$ cat config.mk
export PLATFORM = sky130hd
export DESIGN_NAME = i2c_master_write_read_sequencer_top
export DESIGN_NICKNAME = d
export VERILOG_FILES = /design/src/design/i2cmwr_pkg.sv /design/src/design/i2cmwr_state.sv /design/src/design/i2cmwr_decide.sv /design/src/design/i2c_master_write_read_sequencer_top.sv
export SDC_FILE = /design/constraint.sdc
export NUM_CORES = 1
export LEC_CHECK = 0
export BUFFER_PORTS_ARGS = -buffer_cell sky130_fd_sc_hd__buf_2
export CORE_AREA = 3 3 96 98
export CTS_CLUSTER_SIZE = 8
export DETAILED_ROUTE_END_ITERATION = 8
export DIE_AREA = 0 0 99 101
export PLACE_DENSITY = 0.79
export SLEW_MARGIN = 20
export SYNTH_ARGS = -nofsm -noshare
export SYNTH_HDL_FRONTEND = slang
export SYNTH_SLANG_ARGS = --single-unit
$ cat constraint.sdc
create_clock -name clock -period 4.1 [get_ports clock]
set_clock_uncertainty 0.15 [all_clocks]
set_input_delay 0.41 -clock clock [delete_from_list [all_inputs] [get_ports clock]]
set_output_delay 0.41 -clock clock [all_outputs]
set_load 0.03 [all_outputs]
$ cat src/design/i2cmwr_pkg.sv
// Types, codes and constants shared by the I2C write/read sequencer.
// No dependencies.
`timescale 1ns / 1ps

package i2cmwr_pkg;

   localparam int LENGTH_BITS = 16;

   localparam logic [2:0] OP_BEGIN   = 3'd0;
   localparam logic [2:0] OP_STATUS  = 3'd1;
   localparam logic [2:0] OP_ERROR   = 3'd2;
   localparam logic [2:0] OP_WR_DONE = 3'd3;
   localparam logic [2:0] OP_WR_ERR  = 3'd4;
   localparam logic [2:0] OP_RD_DONE = 3'd5;
   localparam logic [2:0] OP_RD_ERR  = 3'd6;
   localparam logic [2:0] OP_HALF    = 3'd7;

   localparam logic [2:0] ACT_NONE   = 3'd0;
   localparam logic [2:0] ACT_START  = 3'd1;
   localparam logic [2:0] ACT_ADDR   = 3'd2;
   localparam logic [2:0] ACT_DMA_WR = 3'd3;
   localparam logic [2:0] ACT_DMA_RD = 3'd4;
   localparam logic [2:0] ACT_STOP   = 3'd5;

   localparam logic [1:0] ST_OK        = 2'd0;
   localparam logic [1:0] ST_WRITE_ERR = 2'd1;
   localparam logic [1:0] ST_READ_ERR  = 2'd2;
   localparam logic [1:0] ST_NO_ACK    = 2'd3;

   localparam int FLAG_SB      = 0;
   localparam int FLAG_ADDR    = 1;
   localparam int FLAG_BTF     = 2;
   localparam int FLAG_NACK    = 3;
   localparam int FLAG_OVERRUN = 4;
   localparam int FLAG_ARLO    = 5;
   localparam int FLAG_BERR    = 6;

   typedef struct packed {
      logic [2:0]  opcode;
      logic [6:0]  device_address;
      logic [15:0] write_length;
      logic [15:0] read_length;
      logic [6:0]  status_flags;
   } req_type;

   typedef struct packed {
      logic [2:0]  action;
      logic [7:0]  address_byte;
      logic [15:0] transfer_length;
      logic        ack_enable;
      logic        stop_dma;
      logic        done_res;
      logic [1:0]  status;
   } rsp_type;

   typedef struct packed {
      logic [6:0]             target_address;
      logic [LENGTH_BITS-1:0] pending_write;
      logic [LENGTH_BITS-1:0] pending_read;
   } seq_state_type;

endpackage

$ cat src/design/i2cmwr_state.sv
// Transaction state registers: target address and pending byte counts.
// Depends on i2cmwr_pkg.
`timescale 1ns / 1ps

module i2cmwr_state (
   input  logic                      clock,
   input  logic                      reset,
   input  logic                      update,
   input  i2cmwr_pkg::seq_state_type state_in,
   output i2cmwr_pkg::seq_state_type state_ff
);

   always_ff @(posedge clock) begin
      if (reset) begin
         state_ff <= '0;
      end else if (update) begin
         state_ff <= state_in;
      end
   end

endmodule

$ cat src/design/i2cmwr_decide.sv
// Per-event decision logic: result fields and next transaction state.
// Depends on i2cmwr_pkg.
`timescale 1ns / 1ps

module i2cmwr_decide (
   input  i2cmwr_pkg::req_type       req,
   input  i2cmwr_pkg::seq_state_type cur,
   output i2cmwr_pkg::rsp_type       rsp,
   output i2cmwr_pkg::seq_state_type nxt
);

   logic wr_pending;
   logic rd_pending;

   assign wr_pending = (cur.pending_write != '0);
   assign rd_pending = (cur.pending_read != '0);

   always_comb begin
      rsp = '0;
      nxt = cur;
      unique case (req.opcode)
         i2cmwr_pkg::OP_BEGIN: begin
            nxt.target_address = req.device_address;
            nxt.pending_write  = i2cmwr_pkg::LENGTH_BITS'(req.write_length);
            nxt.pending_read   = i2cmwr_pkg::LENGTH_BITS'(req.read_length);
            rsp.action         = i2cmwr_pkg::ACT_START;
         end
         i2cmwr_pkg::OP_STATUS: begin
            // SB outranks ADDR; BTF alone leaves the bus untouched.
            if (req.status_flags[i2cmwr_pkg::FLAG_SB]) begin
               rsp.action       = i2cmwr_pkg::ACT_ADDR;
               rsp.address_byte = {cur.target_address, !wr_pending};
            end else if (req.status_flags[i2cmwr_pkg::FLAG_ADDR]) begin
               if (wr_pending) begin
                  rsp.action          = i2cmwr_pkg::ACT_DMA_WR;
                  rsp.transfer_length = 16'(cur.pending_write);
               end else if (rd_pending) begin
                  rsp.action          = i2cmwr_pkg::ACT_DMA_RD;
                  rsp.transfer_length = 16'(cur.pending_read);
                  rsp.ack_enable      =
                     (cur.pending_read > i2cmwr_pkg::LENGTH_BITS'(1));
               end
            end
         end
         i2cmwr_pkg::OP_ERROR: begin
            if (req.status_flags[i2cmwr_pkg::FLAG_NACK] ||
                req.status_flags[i2cmwr_pkg::FLAG_OVERRUN] ||
                req.status_flags[i2cmwr_pkg::FLAG_ARLO] ||
                req.status_flags[i2cmwr_pkg::FLAG_BERR]) begin
               nxt.pending_write = '0;
               nxt.pending_read  = '0;
               rsp.action        = i2cmwr_pkg::ACT_STOP;
               rsp.stop_dma      = 1'b1;
               rsp.done_res      = 1'b1;
            end
            priority if (req.status_flags[i2cmwr_pkg::FLAG_NACK]) begin
               rsp.status = i2cmwr_pkg::ST_NO_ACK;
            end else if (req.status_flags[i2cmwr_pkg::FLAG_OVERRUN]) begin
               rsp.status = i2cmwr_pkg::ST_READ_ERR;
            end else if (req.status_flags[i2cmwr_pkg::FLAG_ARLO] ||
                         req.status_flags[i2cmwr_pkg::FLAG_BERR]) begin
               rsp.status = i2cmwr_pkg::ST_WRITE_ERR;
            end else begin
               rsp.status = i2cmwr_pkg::ST_OK;
            end
         end
         i2cmwr_pkg::OP_WR_DONE: begin
            nxt.pending_write = '0;
            // A pending read phase goes on with a repeated START.
            if (rd_pending) begin
               rsp.action = i2cmwr_pkg::ACT_START;
            end else begin
               rsp.action   = i2cmwr_pkg::ACT_STOP;
               rsp.done_res = 1'b1;
               rsp.status   = i2cmwr_pkg::ST_OK;
            end
         end
         i2cmwr_pkg::OP_WR_ERR, i2cmwr_pkg::OP_RD_ERR: begin
            nxt.pending_write = '0;
            nxt.pending_read  = '0;
            rsp.action        = i2cmwr_pkg::ACT_STOP;
            rsp.stop_dma      = 1'b1;
            rsp.done_res      = 1'b1;
            rsp.status        = (req.opcode == i2cmwr_pkg::OP_WR_ERR) ?
                                i2cmwr_pkg::ST_WRITE_ERR : i2cmwr_pkg::ST_READ_ERR;
         end
         i2cmwr_pkg::OP_RD_DONE: begin
            nxt.pending_read = '0;
            rsp.action       = i2cmwr_pkg::ACT_STOP;
            rsp.done_res     = 1'b1;
            rsp.status       = i2cmwr_pkg::ST_OK;
         end
         i2cmwr_pkg::OP_HALF: begin
            rsp = '0;
         end
         default: begin
            rsp = '0;
         end
      endcase
   end

endmodule

$ cat src/design/i2c_master_write_read_sequencer_top.sv
// Top level of the I2C master write-then-read sequencer.
// Depends on i2cmwr_pkg, i2cmwr_state and i2cmwr_decide.
//
// Usage:
// - req_valid/req_stall/req_data carry one event request (begin, status,
//   error, DMA done/error, half-complete). Every request yields exactly one
//   response on rsp_valid/rsp_stall/rsp_data.
// - A request is taken into an input register, decided by one pass of
//   combinational logic against the transaction state, and the response is
//   held in an output register. Throughput is one request per cycle while
//   rsp_stall does not hold a waiting response in the output register.
// - The transaction state is updated in the same cycle the request moves
//   into the output register, so requests are decided strictly in order.
// - When rsp_stall is high with a response waiting, the input register
//   holds its request and req_stall rises; nothing is dropped and at most
//   two requests sit inside the block.
// - reset (synchronous, active high) empties both registers and clears the
//   target address and the pending byte counts.
`timescale 1ns / 1ps

module i2c_master_write_read_sequencer_top (
   input  logic                clock,
   input  logic                reset,
   input  logic                req_valid,
   output logic                req_stall,
   input  i2cmwr_pkg::req_type req_data,
   output logic                rsp_valid,
   input  logic                rsp_stall,
   output i2cmwr_pkg::rsp_type rsp_data
);

   logic                      in_valid_ff;
   i2cmwr_pkg::req_type       in_data_ff;
   logic                      rsp_valid_ff;
   i2cmwr_pkg::rsp_type       rsp_data_ff;
   i2cmwr_pkg::rsp_type       rsp_data_in;
   i2cmwr_pkg::seq_state_type state_ff;
   i2cmwr_pkg::seq_state_type state_in;
   logic                      out_open;
   logic                      advance;

   assign out_open  = !rsp_valid_ff || !rsp_stall;
   assign advance   = in_valid_ff && out_open;
   assign req_stall = in_valid_ff && !out_open;

   always_ff @(posedge clock) begin
      if (reset) begin
         in_valid_ff <= 1'b0;
      end else if (!req_stall) begin
         in_valid_ff <= req_valid;
      end
   end

   always_ff @(posedge clock) begin
      if (req_valid && !req_stall) begin
         in_data_ff <= req_data;
      end
   end

   i2cmwr_decide u_decide (
      .req (in_data_ff),
      .cur (state_ff),
      .rsp (rsp_data_in),
      .nxt (state_in)
   );

   i2cmwr_state u_state (
      .clock    (clock),
      .reset    (reset),
      .update   (advance),
      .state_in (state_in),
      .state_ff (state_ff)
   );

   always_ff @(posedge clock) begin
      if (reset) begin
         rsp_valid_ff <= 1'b0;
      end else if (out_open) begin
         rsp_valid_ff <= in_valid_ff;
      end
   end

   always_ff @(posedge clock) begin
      if (advance) begin
         rsp_data_ff <= rsp_data_in;
      end
   end

   assign rsp_valid = rsp_valid_ff;
   assign rsp_data  = rsp_data_ff;

endmodule

==> load_flow_metrics.sql <==
INSERT INTO impl_metrics (metric_group, metric, value, unit) VALUES
('timing', 'max-slew-margin-rel', '47.2', '%'),
('synthesis', 'synth.yosys.seq_area_share', '69.9', '%'),
('worst_setup_path', 'crit-reg2reg-capture', 'rsp_data[18]', ''),
('timing', 'fin_tns_setup', '0', 'ns'),
('timing', 'timing.final.crit_period', '2.48', 'ns'),
('global_route', 'grt_remaining_overflow', '0', ''),
('global_route', 'first_pass_grt_wire_length', '15700', 'um'),
('worst_setup_path', 'worst_ep_required_time', '4.33', 'ns'),
('timing', 'hold_violations', '0', ''),
('final_layout', 'final_nets', '513', ''),
('cts', 'numCtsBuffers', '17', ''),
('worst_setup_path', 'critical_path.max_stage_delay', '0.58', 'ns'),
('placement', 'placed_cell_area', '5100', 'sq um'),
('synthesis', 'synth_enable_flop_cells', '80', ''),
('die', 'die_h', '101', 'um'),
('min_path', 'min_path_cells', '2', ''),
('worst_setup_path', 'critical_path.endpoint_type', 'flip-flop', ''),
('routing', 'first_iter_violations', '237', ''),
('synthesis', 'netlist_top_cells_area', 'sky130_fd_sc_hd__edfxtp_1 (52%), sky130_fd_sc_hd__dfxtp_1 (18%), sky130_fd_sc_hd__mux2i_1 (5.0%)', ''),
('worst_setup_path', 'rrSetupSlack', '1.62', 'ns'),
('synthesis', 'synthDistinctLibCells', '37', ''),
('timing', 'fmaxAchievable', '403', 'MHz'),
('global_route', 'pin_count_of_the_biggest_net_entering_global_routing', '44', ''),
('timing', 'maxSlewViolCount', '0', ''),
('cts', 'clk_transition_reported_paths', '0.06', 'ns'),
('die', 'die_area', '10000', 'sq um'),
('worst_setup_path', 'cp_slowest_cell', 'sky130_fd_sc_hd__and2_1', ''),
('die', 'floorplan.initialDensity', '54.0', '%'),
('timing', 'whs', '0.295', 'ns'),
('power_and_ir_drop', 'p_leak', '2.54', 'nW'),
('global_route', 'number_of_antenna_violations_at_the_first_check_in_global_routing', '0', ''),
('synthesis', 'postSynthCellCount', '320', ''),
('worst_setup_path', 'critical_path.startpoint_type', 'flip-flop', ''),
('worst_setup_path', 'worst_path_cell_trace', 'nor3b_2 -> and3b_1 -> and2_1 -> a22o_1', ''),
('die', 'std_cell_rows', '34', ''),
('routing', 'drt_first_pass_iters', '4', ''),
('synthesis', 'syn_avg_cell_area', '14.4', 'sq um'),
('final_layout', 'final_design_area_no_fill', '6190', 'sq um'),
('synthesis', 'synth_adder_area_share', '0', '%'),
('cts', 'cts_setup_buffers', '0', ''),
('placement', 'pre_cts_ws', '1.65', 'ns'),
('status', 'outcome', 'finished, final reports clean', ''),
('cts', 'numClockSinks', '121', ''),
('cts', 'cts_htree_levels', '4', ''),
('synthesis', 'syn_area', '4610', 'sq um'),
('synthesis', 'yosysTopAreaCell', 'sky130_fd_sc_hd__edfxtp_1', ''),
('synthesis', 'synth_compound_area_share', '8.52', '%'),
('min_path', 'min_path_type', 'in2reg', ''),
('synthesis', 'async_reset_ff_share', '0', '%'),
('final_layout', 'final.fill_count', '531', ''),
('final_layout', 'insertedDiodeCount', '0', ''),
('synthesis', 'area_fraction_in_and_or_nand_and_nor_cells_after_synthesis', '13.9', '%'),
('global_route', 'grt.total_usage', '21.1', '%'),
('worst_setup_path', 'worstReg2RegStart', 'in_data_ff[48]', ''),
('worst_setup_path', 'worstSetupPathType', 'reg2reg', ''),
('power_and_ir_drop', 'ir_drop', '0.349', 'mV'),
('routing', 'avgViaCountPerCell', '5.35', ''),
('worst_setup_path', 'critPathMaxFanout', '17', ''),
('routing', 'postRouteWirelength', '10000', 'um'),
('timing', 'rsz0062_at_grt', 'no', ''),
('synthesis', 'synth_mux_area_share', '4.99', '%'),
('timing', 'final_setup_violation_count', '0', ''),
('final_layout', 'layout_cell_share_with_drive_strength_beyond_1', '27.7', '%'),
('timing', 'layout_setup_ws', '1.62', 'ns'),
('routing', 'ant_nets', '0', ''),
('synthesis', 'post-synth-top-count-cell', 'sky130_fd_sc_hd__edfxtp_1', ''),
('synthesis', 'synthesis.yosys.warnings', '0', ''),
('die', 'design.core.area', '8550', 'sq um'),
('die', 'number_of_top_level_design_ports', '87', ''),
('cts', 'cts-resized-gates', '0', ''),
('cts', 'clock_latency_of_the_later_clocked_register_in_the_worst_skew_pair', '0.52', 'ns');
## stage by stage
stage	util [%]	cells	total power, W
after floorplan	-	320	0.00152
after global placement	59.6	499	0.00157
after detailed placement	59.6	499	0.00158
after CTS	72.3	581	0.00304
after global routing	72.4	581	0.00313
final	72.4	581	0.00304
## cells in the final DEF (no fill, tap or decap), types with 16 or more instances in the layout
cell / netlist / final
sky130_fd_sc_hd__nor2_1: 19 / 18
sky130_fd_sc_hd__nand2_1: 21 / 21
sky130_fd_sc_hd__edfxtp_1: 80 / 80
sky130_fd_sc_hd__buf_2: 5 / 85
sky130_fd_sc_hd__nand2b_1: 18 / 18
sky130_fd_sc_hd__a22o_1: 16 / 16
sky130_fd_sc_hd__a31o_1: 16 / 16
sky130_fd_sc_hd__mux2i_1: 23 / 23
sky130_fd_sc_hd__dfxtp_1: 41 / 41
sky130_fd_sc_hd__nor3b_1: 16 / 16
sky130_fd_sc_hd__clkbuf_16: 0 / 17
sky130_fd_sc_hd__dlygate4sd3_1: 0 / 50
## where the power goes
part           leakage (nW)  switching, W  internal (W)
Combinational          1.16      0.000115     0.0000936
Clock                 0.276      0.000536      0.000903
Sequential             1.10     0.0000297       0.00136
## kinds of logic after synthesis
logic type / count (synthesis)
AOI/OAI and AO/OA: 44
and+or+nand+nor: 111
muxes: 23
DFF: 121
buffers and inverters: 21
## area by class of cell
type | instances | area [sq um] | share of cell area [%]
Inverter | 3 | 11.3 | 0.182
Tap cell | 108 | 135 | 2.18
Timing Repair Buffer | 139 | 956 | 15.4
Clock inverter | 13 | 144 | 2.32
Sequential cell | 121 | 3220 | 52.0
Multi-Input combinational cell | 178 | 1280 | 20.7
Clock buffer | 19 | 443 | 7.15
## state kept, by name (all words and copies together) (netlist names)
name,cells
in_valid_ff,1
rsp_valid,1
u_state.state_ff,39
rsp_data,32
in_data_ff,48
## layer usage
layer | vias up | routed length, um | track usage, %
met4 | 0 | 229 | 7.98
li1 | 1485 | - | -
met1 | 1488 | 4110 | 25.6
met5 | - | 0 | 0
met2 | 111 | 5120 | 35.1
met3 | 22 | 558 | 6.85
## critical path: cells and delay by family (launching register included)
family,cells,cell delay [ns]
flops,1,0.57
simple gates,3,1.33
compound gates,1,0.29
## worst max-delay path by stage
stage	startpoint	depth (start not counted)	slack [ns]	end
global placement	rsp_stall	6	1.73	u_state.state_ff[23]
CTS	rsp_stall	7	1.65	u_state.state_ff[28]
floorplan	rsp_valid	2	0.56	in_data_ff[0]
detailed placement	rsp_stall	6	1.65	u_state.state_ff[28]
finish	in_data_ff[48]	4	1.62	rsp_data[18]
global route	in_data_ff[48]	4	1.51	rsp_data[6]
(Power assumes the default switching activity.)
